`src/soas_pkg.sv`:
```
package soas_pkg;

  localparam int unsigned MODE_W  = 3;
  localparam int unsigned LEN_W   = 7;
  localparam int unsigned FOUND_W = 6;
  localparam int unsigned ST_W    = 2;
  localparam int unsigned DATA_W  = 32;

  localparam logic [MODE_W-1:0] MODE_APPEND = 3'd0;
  localparam logic [MODE_W-1:0] MODE_INSERT = 3'd1;
  localparam logic [MODE_W-1:0] MODE_DELETE = 3'd2;
  localparam logic [MODE_W-1:0] MODE_SEARCH = 3'd3;
  localparam logic [MODE_W-1:0] MODE_TRANS  = 3'd4;
  localparam logic [MODE_W-1:0] MODE_MTF    = 3'd5;

  localparam logic [ST_W-1:0] ST_OK    = 2'd0;
  localparam logic [ST_W-1:0] ST_FULL  = 2'd1;
  localparam logic [ST_W-1:0] ST_RANGE = 2'd2;
  localparam logic [ST_W-1:0] ST_MISS  = 2'd3;

  localparam logic [LEN_W-1:0] CAPACITY_RESET = 7'd64;

  typedef struct packed {
    logic [ST_W-1:0]    status;
    logic [FOUND_W-1:0] found_index;
    logic [LEN_W-1:0]   new_length;
  } res_t;

endpackage

```
`src/soas_cfg.sv`:
```
module soas_cfg (
  input  logic        clk_i,
  input  logic        rst_ni,
  input  logic        psel,
  input  logic        penable,
  input  logic        pwrite,
  input  logic [2:0]  paddr,
  input  logic [31:0] pwdata,
  output logic [31:0] prdata,
  output logic        pready,
  output logic [soas_pkg::LEN_W-1:0] capacity_o
);

  logic [soas_pkg::LEN_W-1:0] capacity_q, capacity_d;
  logic                       wr_en;

  // Only the upper address bit selects a register; byte offsets are ignored.
  assign wr_en = psel && penable && pwrite && (paddr[2] == 1'b0);

  always_comb begin
    capacity_d = capacity_q;
    if (wr_en) begin
      capacity_d = pwdata[soas_pkg::LEN_W-1:0];
    end
  end

  always_ff @(posedge clk_i or negedge rst_ni) begin
    if (!rst_ni) begin
      capacity_q <= soas_pkg::CAPACITY_RESET;
    end else begin
      capacity_q <= capacity_d;
    end
  end

  assign pready     = 1'b1;
  assign prdata     = (paddr[2] == 1'b0) ? {{(32-soas_pkg::LEN_W){1'b0}}, capacity_q} : 32'd0;
  assign capacity_o = capacity_q;

endmodule

```
`src/soas_engine.sv`:
```
module soas_engine #(
  parameter int unsigned DEPTH = 64
) (
  input  logic                          clk_i,
  input  logic                          rst_ni,
  input  logic                          start_i,
  output logic                          ready_o,
  input  logic [soas_pkg::MODE_W-1:0]   mode_i,
  input  logic [soas_pkg::LEN_W-1:0]    position_i,
  input  logic [soas_pkg::DATA_W-1:0]   operand_value_i,
  input  logic [soas_pkg::LEN_W-1:0]    capacity_i,
  output logic                          res_valid_o,
  input  logic                          res_ready_i,
  output soas_pkg::res_t                res_o
);

  localparam int unsigned AW = $clog2(DEPTH);
  localparam logic [soas_pkg::LEN_W-1:0] DEPTH_CAP =
    (DEPTH > 127) ? 7'd127 : soas_pkg::LEN_W'(DEPTH);

  localparam logic [2:0] S_IDLE = 3'd0;
  localparam logic [2:0] S_INS  = 3'd1;
  localparam logic [2:0] S_DEL  = 3'd2;
  localparam logic [2:0] S_SRCH = 3'd3;
  localparam logic [2:0] S_SWA  = 3'd4;
  localparam logic [2:0] S_SWB  = 3'd5;
  localparam logic [2:0] S_FIN  = 3'd6;

  logic [soas_pkg::DATA_W-1:0] mem [DEPTH];
  logic [soas_pkg::DATA_W-1:0] rdata_q;

  logic [2:0]                   state_q, state_d;
  logic [soas_pkg::LEN_W-1:0]   cnt_q, cnt_d;
  logic [soas_pkg::LEN_W-1:0]   ptr_q, ptr_d;
  logic [soas_pkg::LEN_W-1:0]   wa_q, wa_d;
  logic                         pend_q, pend_d;
  logic [soas_pkg::MODE_W-1:0]  mode_q, mode_d;
  logic [soas_pkg::LEN_W-1:0]   pos_q, pos_d;
  logic [soas_pkg::DATA_W-1:0]  key_q, key_d;
  logic [soas_pkg::DATA_W-1:0]  prev_q, prev_d;
  logic [soas_pkg::DATA_W-1:0]  e0_q, e0_d;
  logic [soas_pkg::LEN_W-1:0]   hit_q, hit_d;
  logic [soas_pkg::ST_W-1:0]    status_q, status_d;
  logic [soas_pkg::FOUND_W-1:0] found_q, found_d;

  logic [soas_pkg::LEN_W-1:0]   limit;
  logic                         we, re;
  logic [soas_pkg::LEN_W-1:0]   waddr, raddr;
  logic [soas_pkg::DATA_W-1:0]  wdata;

  assign limit = (capacity_i > DEPTH_CAP) ? DEPTH_CAP : capacity_i;

  always_comb begin
    state_d  = state_q;
    cnt_d    = cnt_q;
    ptr_d    = ptr_q;
    wa_d     = wa_q;
    pend_d   = 1'b0;
    mode_d   = mode_q;
    pos_d    = pos_q;
    key_d    = key_q;
    prev_d   = prev_q;
    e0_d     = e0_q;
    hit_d    = hit_q;
    status_d = status_q;
    found_d  = found_q;
    we       = 1'b0;
    waddr    = '0;
    wdata    = key_q;
    re       = 1'b0;
    raddr    = '0;

    unique case (state_q)
      S_IDLE: begin
        if (start_i) begin
          mode_d   = mode_i;
          pos_d    = position_i;
          key_d    = operand_value_i;
          status_d = soas_pkg::ST_OK;
          found_d  = '0;
          state_d  = S_FIN;
          case (mode_i) inside
            soas_pkg::MODE_APPEND: begin
              if (cnt_q < limit) begin
                we    = 1'b1;
                waddr = cnt_q;
                wdata = operand_value_i;
                cnt_d = cnt_q + 7'd1;
              end else begin
                status_d = soas_pkg::ST_FULL;
              end
            end
            soas_pkg::MODE_INSERT: begin
              if (cnt_q >= limit) begin
                status_d = soas_pkg::ST_FULL;
              end else if (position_i > cnt_q) begin
                status_d = soas_pkg::ST_RANGE;
              end else begin
                ptr_d   = cnt_q;
                state_d = S_INS;
              end
            end
            soas_pkg::MODE_DELETE: begin
              if (position_i >= cnt_q) begin
                status_d = soas_pkg::ST_RANGE;
              end else begin
                ptr_d   = position_i;
                state_d = S_DEL;
              end
            end
            soas_pkg::MODE_SEARCH, soas_pkg::MODE_TRANS, soas_pkg::MODE_MTF: begin
              ptr_d   = '0;
              state_d = S_SRCH;
            end
            default: begin
            end
          endcase
        end
      end

      // Walk down from the end: read slot ptr-1, write it one slot up once the read data is registered.
      S_INS: begin
        if (pend_q) begin
          we    = 1'b1;
          waddr = wa_q;
          wdata = rdata_q;
        end
        if (ptr_q > pos_q) begin
          re     = 1'b1;
          raddr  = ptr_q - 7'd1;
          wa_d   = ptr_q;
          ptr_d  = ptr_q - 7'd1;
          pend_d = 1'b1;
        end else if (!pend_q) begin
          we      = 1'b1;
          waddr   = pos_q;
          wdata   = key_q;
          cnt_d   = cnt_q + 7'd1;
          state_d = S_FIN;
        end
      end

      // Walk up from the hole: read slot ptr+1, write it one slot down.
      S_DEL: begin
        if (pend_q) begin
          we    = 1'b1;
          waddr = wa_q;
          wdata = rdata_q;
        end
        if (ptr_q + 7'd1 < cnt_q) begin
          re     = 1'b1;
          raddr  = ptr_q + 7'd1;
          wa_d   = ptr_q;
          ptr_d  = ptr_q + 7'd1;
          pend_d = 1'b1;
        end else if (!pend_q) begin
          cnt_d   = cnt_q - 7'd1;
          state_d = S_FIN;
        end
      end

      // Reads stream one slot per cycle; the compare works on the registered read data.
      // The last non-matching word and slot 0 are kept for the swaps.
      S_SRCH: begin
        if (pend_q && (rdata_q == key_q)) begin
          hit_d   = wa_q;
          found_d = wa_q[soas_pkg::FOUND_W-1:0];
          if (((mode_q == soas_pkg::MODE_TRANS) || (mode_q == soas_pkg::MODE_MTF)) &&
              (wa_q != '0)) begin
            state_d = S_SWA;
          end else begin
            state_d = S_FIN;
          end
        end else begin
          if (pend_q) begin
            prev_d = rdata_q;
            if (wa_q == '0) begin
              e0_d = rdata_q;
            end
          end
          if (ptr_q < cnt_q) begin
            re     = 1'b1;
            raddr  = ptr_q;
            wa_d   = ptr_q;
            ptr_d  = ptr_q + 7'd1;
            pend_d = 1'b1;
          end else if (!pend_q) begin
            status_d = soas_pkg::ST_MISS;
            state_d  = S_FIN;
          end
        end
      end

      // The hit equals the key, so the partner slot receives the key.
      S_SWA: begin
        we      = 1'b1;
        waddr   = (mode_q == soas_pkg::MODE_TRANS) ? (hit_q - 7'd1) : '0;
        wdata   = key_q;
        state_d = S_SWB;
      end

      S_SWB: begin
        we      = 1'b1;
        waddr   = hit_q;
        wdata   = (mode_q == soas_pkg::MODE_TRANS) ? prev_q : e0_q;
        state_d = S_FIN;
      end

      S_FIN: begin
        if (res_ready_i) begin
          state_d = S_IDLE;
        end
      end

      default: begin
        state_d = S_IDLE;
      end
    endcase
  end

  always_ff @(posedge clk_i) begin
    if (we) begin
      mem[AW'(waddr)] <= wdata;
    end
    if (re) begin
      rdata_q <= mem[AW'(raddr)];
    end
  end

  always_ff @(posedge clk_i or negedge rst_ni) begin
    if (!rst_ni) begin
      state_q <= S_IDLE;
      cnt_q   <= '0;
      pend_q  <= 1'b0;
    end else begin
      state_q <= state_d;
      cnt_q   <= cnt_d;
      pend_q  <= pend_d;
    end
  end

  always_ff @(posedge clk_i) begin
    ptr_q    <= ptr_d;
    wa_q     <= wa_d;
    mode_q   <= mode_d;
    pos_q    <= pos_d;
    key_q    <= key_d;
    prev_q   <= prev_d;
    e0_q     <= e0_d;
    hit_q    <= hit_d;
    status_q <= status_d;
    found_q  <= found_d;
  end

  assign ready_o           = (state_q == S_IDLE);
  assign res_valid_o       = (state_q == S_FIN);
  assign res_o.status      = status_q;
  assign res_o.found_index = found_q;
  assign res_o.new_length  = cnt_q;

  a_cnt_bound: assert property (@(posedge clk_i) disable iff (!rst_ni)
    cnt_q <= DEPTH_CAP)
    else $error("element count exceeds the array limit");

  a_pend_src: assert property (@(posedge clk_i) disable iff (!rst_ni)
    pend_q |-> ($past(state_q) == S_INS || $past(state_q) == S_DEL ||
                $past(state_q) == S_SRCH))
    else $error("read data pending outside a walk");

  a_accept_busy: assert property (@(posedge clk_i) disable iff (!rst_ni)
    (start_i && ready_o) |=> !ready_o)
    else $error("engine idle right after taking an item");

  a_cnt_step: assert property (@(posedge clk_i) disable iff (!rst_ni)
    cnt_q == $past(cnt_q) || cnt_q == $past(cnt_q) + 7'd1 ||
    cnt_q == $past(cnt_q) - 7'd1)
    else $error("element count moved by more than one");

endmodule

```
`src/self_organizing_array_store_core.sv`:
```
// Self-organizing array store: holds up to min(capacity, DEPTH) signed 32-bit
// elements in one single-ported-read, single-ported-write memory and serves
// append, insert, delete, plain search, transposition search and move-to-head
// search, one item at a time, each answered with status, found index and new
// length. Insert and delete move every element between the position and the
// end, each with one memory read and a write of the registered read data; a
// search reads the elements in order up to the hit or the end, and a hit away
// from the head under transposition or move-to-head adds two writes for the
// swap. The memory hands out one element per cycle. A finished result waits in
// an output register, so the next item is taken while it is still unread. The
// memory needs no clearing after reset.
module self_organizing_array_store_core #(
  parameter int unsigned DEPTH = 64
) (
  input  logic        clk_i,
  input  logic        rst_ni,
  input  logic        s_axis_tvalid,
  output logic        s_axis_tready,
  input  logic [47:0] s_axis_tdata,   // mode [2:0], position [9:3], operand_value [41:10]
  output logic        m_axis_tvalid,
  input  logic        m_axis_tready,
  output logic [15:0] m_axis_tdata,   // status [1:0], found_index [7:2], new_length [14:8]
  input  logic        psel,
  input  logic        penable,
  input  logic        pwrite,
  input  logic [2:0]  paddr,
  input  logic [31:0] pwdata,
  output logic [31:0] prdata,
  output logic        pready
);

  logic [soas_pkg::LEN_W-1:0] capacity;
  logic                       res_valid, res_ready;
  soas_pkg::res_t             res;
  logic                       out_valid_q, out_valid_d;
  soas_pkg::res_t             out_q, out_d;

  soas_cfg u_cfg (
    .clk_i      (clk_i),
    .rst_ni     (rst_ni),
    .psel       (psel),
    .penable    (penable),
    .pwrite     (pwrite),
    .paddr      (paddr),
    .pwdata     (pwdata),
    .prdata     (prdata),
    .pready     (pready),
    .capacity_o (capacity)
  );

  soas_engine #(
    .DEPTH (DEPTH)
  ) u_engine (
    .clk_i           (clk_i),
    .rst_ni          (rst_ni),
    .start_i         (s_axis_tvalid),
    .ready_o         (s_axis_tready),
    .mode_i          (s_axis_tdata[2:0]),
    .position_i      (s_axis_tdata[9:3]),
    .operand_value_i (s_axis_tdata[41:10]),
    .capacity_i      (capacity),
    .res_valid_o     (res_valid),
    .res_ready_i     (res_ready),
    .res_o           (res)
  );

  assign res_ready = !out_valid_q || m_axis_tready;

  always_comb begin
    out_valid_d = out_valid_q;
    out_d       = out_q;
    if (res_valid && res_ready) begin
      out_valid_d = 1'b1;
      out_d       = res;
    end else if (m_axis_tready) begin
      out_valid_d = 1'b0;
    end
  end

  always_ff @(posedge clk_i or negedge rst_ni) begin
    if (!rst_ni) begin
      out_valid_q <= 1'b0;
    end else begin
      out_valid_q <= out_valid_d;
    end
  end

  always_ff @(posedge clk_i) begin
    out_q <= out_d;
  end

  assign m_axis_tvalid = out_valid_q;
  assign m_axis_tdata  = {1'b0, out_q.new_length, out_q.found_index, out_q.status};

endmodule

```
`config.mk`:
```
export PLATFORM = sky130hd
export DESIGN_NAME = self_organizing_array_store_core
export DESIGN_NICKNAME = d
export VERILOG_FILES = /design/src/soas_pkg.sv /design/src/soas_cfg.sv /design/src/soas_engine.sv /design/src/self_organizing_array_store_core.sv
export SDC_FILE = /design/constraint.sdc
export NUM_CORES = 2
export LEC_CHECK = 0
export BUFFER_PORTS_ARGS = -buffer_cell sky130_fd_sc_hd__buf_2
export CAP_MARGIN = 20
export CORE_MARGIN = 2
export CORE_UTILIZATION = 55
export DETAILED_ROUTE_END_ITERATION = 10
export PLACE_DENSITY = 0.68
export SYNTH_ARGS = -nofsm -noshare
export SYNTH_HDL_FRONTEND = slang
export SYNTH_SLANG_ARGS = --single-unit
```
`constraint.sdc`:
```
create_clock -name clk_i -period 7.6 [get_ports clk_i]
set_input_delay 0.38 -clock clk_i [delete_from_list [all_inputs] [get_ports clk_i]]
set_output_delay 0.38 -clock clk_i [all_outputs]
set_load 0.05 [all_outputs]
```
==> qor.csv <==
metric;value;unit
critical path data required time;8120;ps
Rows;148;
insertion delay to the later sink of the worst-skew pair;840;ps
Post-Synth Adder-Cell Area;0.589;%
Critical Path Max Stage Delay;850;ps
Synth Area in Simple Gates;6.36;%
count leader, synth;edfxtp_1;
Power Density;433;nW/um^2
sum of buffers and inverters on the critical path;1;
Starting Density;55.5;%
worst min path class;primary input to async pin;
P&R area growth vs syn;13.0;%
critical path cell sequence;ha_1 > nand3_1 > xnor2_1 > ha_1 > nand4_1 > and3_1 > o21ai_1 > o31ai_1 > nand2b_4 > nand2_2 > buf_4 > o221ai_1 > o31a_1 > o221ai_1 > nor4b_1;
PostCTS Resize Cnt;0;
Top Family by Delay on Critical Path;simple AND/OR/NAND/NOR gates;
layout cell share with drive strength beyond 1;13.5;%
WL final;254000;microns
Finished Layout Cells;8405;
Final min period;6700;ps
largest net degree at the start of global routing;120;
setup bufs post-CTS;0;
leakage;35.1;nW
post-synthesis cell type count;87;
maxcap violations;0;
met1 usage;42.4;%
mux contribution to synthesized area;6.77;%
worst slew pin tran;1250;ps
GR Util met2;46.4;%
Synth top area share;74.0;%
top fanout value on the critical path;32;
Num CTS Buffers;214;
slowest CP cell;nor4b_1;
Rel. slew slack;16.6;%
number of remaining DRC errors;0;
Synth Flop Type;edfxtp_1;
peak supply drop;0.000395;V
vias in the first global route;52100;
async set-or-reset flop fraction in the synthesized netlist;0.845;%
drt first-iter violations;7551;
Crit. End Element;register;
initial antenna violation count;5;
Clock Sinks;2248;
top cells by area, synth;edfxtp_1 (74%), mux2i_1 (5.3%), nand2_1 (3.3%), a21oi_1 (2.4%), a221oi_1 (1.4%);
IO Pins;141;
pre-CTS WS;920;ps
I/O Buffers;80;
Setup CP Type;register to register;
synthesized area;90400;sq um
Seq/Total Area, Yosys;74.5;%
final net count;6192;
clk root buf;clkbuf_16;
first-pass GRT wire length;364000;microns
Ys Warns;0;
Critical Path Start Type;register;
placed insts;7964;
die width;409;microns
area leader, netlist;edfxtp_1;
Synth Area in XOR/XNOR;0.475;%
final slew viol count;0;
RSZ-0062 raised after global routing;no;
GRT met3 Usage;4.33;%
Post-CTS Hold Buffers;51;
Avg Vias per Cell;6.53;
clock-pin slew on the worst setup and hold paths;60;ps
H-tree depth;4;
main combinational cell family by area after synthesis;compound AO/OA/AOI/OAI gates;
core area;163000;sq um
setup TNS;0;ps
Die Y;409;microns
total via count in the routed design;54900;
Fin. Hold Viols;0;
Antenna Nets Post-Route;0;
gr busiest metal;met2;
number of synthesized register bits;2248;
Period Utilization, post-route;88.2;%
post-synthesis compound-gate area fraction;9.02;%
Total GRT Usage;29.9;%
post-DR wirelength/cell;30.3;microns
buffer depth of the longest clock path;3;
PnR worst setup slack;897;ps
RD Place Congestion;0.880;
Worst Clk Skew;31.3;ps
Post-DP HPWL;147000;microns
# setup viols final;0;
first-pass detailed-route iteration total;7;
Worst EP arrival;7220;ps
grt ovf;0;
CTS tree;yes;
Synth Instances;5851;
die area;168000;sq um
Post-synth top cells;edfxtp_1 (2229), nand2_1 (798), mux2i_1 (481), a21oi_1 (439), nand3_1 (165);
Post-synth EDFFs;2229;
fmax;149;MHz
Mean Syn Cell Area;15.5;sq um
status;finished, final reports clean;
[final cells by class]
| class | count | area, sq um |
|---|---|---|
| Tap cell | 2175 | 2720 |
| Fill cell | 11600 | 60800 |
| Inverter | 29 | 109 |
| Clock inverter | 108 | 1080 |
| Multi-Input combinational cell | 3203 | 22100 |
| Timing Repair Buffer | 364 | 3070 |
| Sequential cell | 2248 | 67400 |
| Clock buffer | 275 | 5680 |
| Antenna cell | 3 | 7.51 |
[placed cells by master (no fill, tap or decap), drive strengths merged, types with 38 or more instances in the layout]
master and instances:
nor4 42, a22oi 128, mux2i 481, o221ai 99
clkinv 82, dlygate4sd3 51, edfxtp 2229, ha 41
a31oi 44, nor3 61, a21oi 439, xor2 38
buf 312, o22ai 74, a221oi 142, o21ai 105
clkbuf 276, nor2 121, nand2 799, nand3 165
mux2 44
[power by group]
| group | internal [mW] | switching, mW |
|---|---|---|
| Combinational | 3.98 | 11.2 |
| Clock | 5.84 | 4.54 |
| Sequential | 18.1 | 0.615 |
[logic make-up (layout without fill, tap and decap cells)]
logic type	Yosys count	count (layout)
flops	2248	2248
simple gates	1309	1309
compound gates	1215	1215
mux	561	561
buf+inv	425	776
xor+xnor	49	49
fa+ha+maj	42	42
other cells	2	30
[routing by layer]
layer	share of wire, %	wire length, microns
met5	0.0055	14
met2	46	118000
met3	9.2	23400
met4	4.7	11900
met1	40	101000
[registers in the layout (all words and copies together), names as in the netlist, 2 cells and up]
name	flops
u_engine.state_q	3
u_engine.rdata_q	32
u_engine.found_q	6
u_engine.status_q	2
u_engine.ptr_q	7
u_engine.hit_q	6
u_engine.wa_q	7
u_engine.prev_q	32
u_engine.pos_q	7
u_engine.mode_q	3
u_engine.mem	2048
u_engine.cnt_q	7
u_engine.e0_q	32
m_axis_tdata	15
u_cfg.capacity_o	7
u_engine.key_q	32
[metrics by stage]
stage | hold slack [ps] | utilization (%) | cell area (sq um) | total power [mW]
6_report | 27.5 | 62.7 | 102000 | 44.3
5_1_grt | 59.4 | 62.7 | 102000 | 45.8
4_1_cts | 4.09 | 62.7 | 102000 | 44.2
3_5_place_dp | 366 | 58.2 | 94800 | 33.9
3_3_place_gp | 362 | 58.1 | 94700 | 33.5
2_1_floorplan | 84.4 | - | 90500 | 27.9
[worst register-to-register path, stage by stage, from the launching register on]
cell,delay [ps]
edfxtp_1,710
ha_1,380
nand3_1,130
xnor2_1,420
ha_1,340
nand4_1,70
and3_1,190
o21ai_1,240
o31ai_1,510
nand2b_4,640
nand2_2,550
buf_4,540
o221ai_1,380
o31a_1,220
o221ai_1,210
nor4b_1,860
[final timing paths]
kind / start / to / slack, ps / depth (start not counted)
min in group clk_i: s_axis_tvalid / u_engine.status_q[0]$_SDFFCE_PN1P_ / 60 / 3
worst max-delay path: u_engine.ptr_q[0]$_DFFE_PP_ / u_engine.rdata_q[7]$_DFFE_PP_ / 900 / 15
worst min register to register: u_engine.found_q[2]$_SDFFCE_PP0P_ / m_axis_tdata[4]$_DFFE_PP_ / 430 / 0
worst min-delay path: rst_ni / u_engine.state_q[2]$_DFFE_PN0P_ / 30 / 2
worst max register to register: u_engine.ptr_q[0]$_DFFE_PP_ / u_engine.rdata_q[7]$_DFFE_PP_ / 900 / 15
max in group asynchronous: rst_ni / u_cfg.capacity_o[6]$_DFFE_PN1P_ / 7220 / 2
No activity file was read; power rests on OpenSTA's default activity.
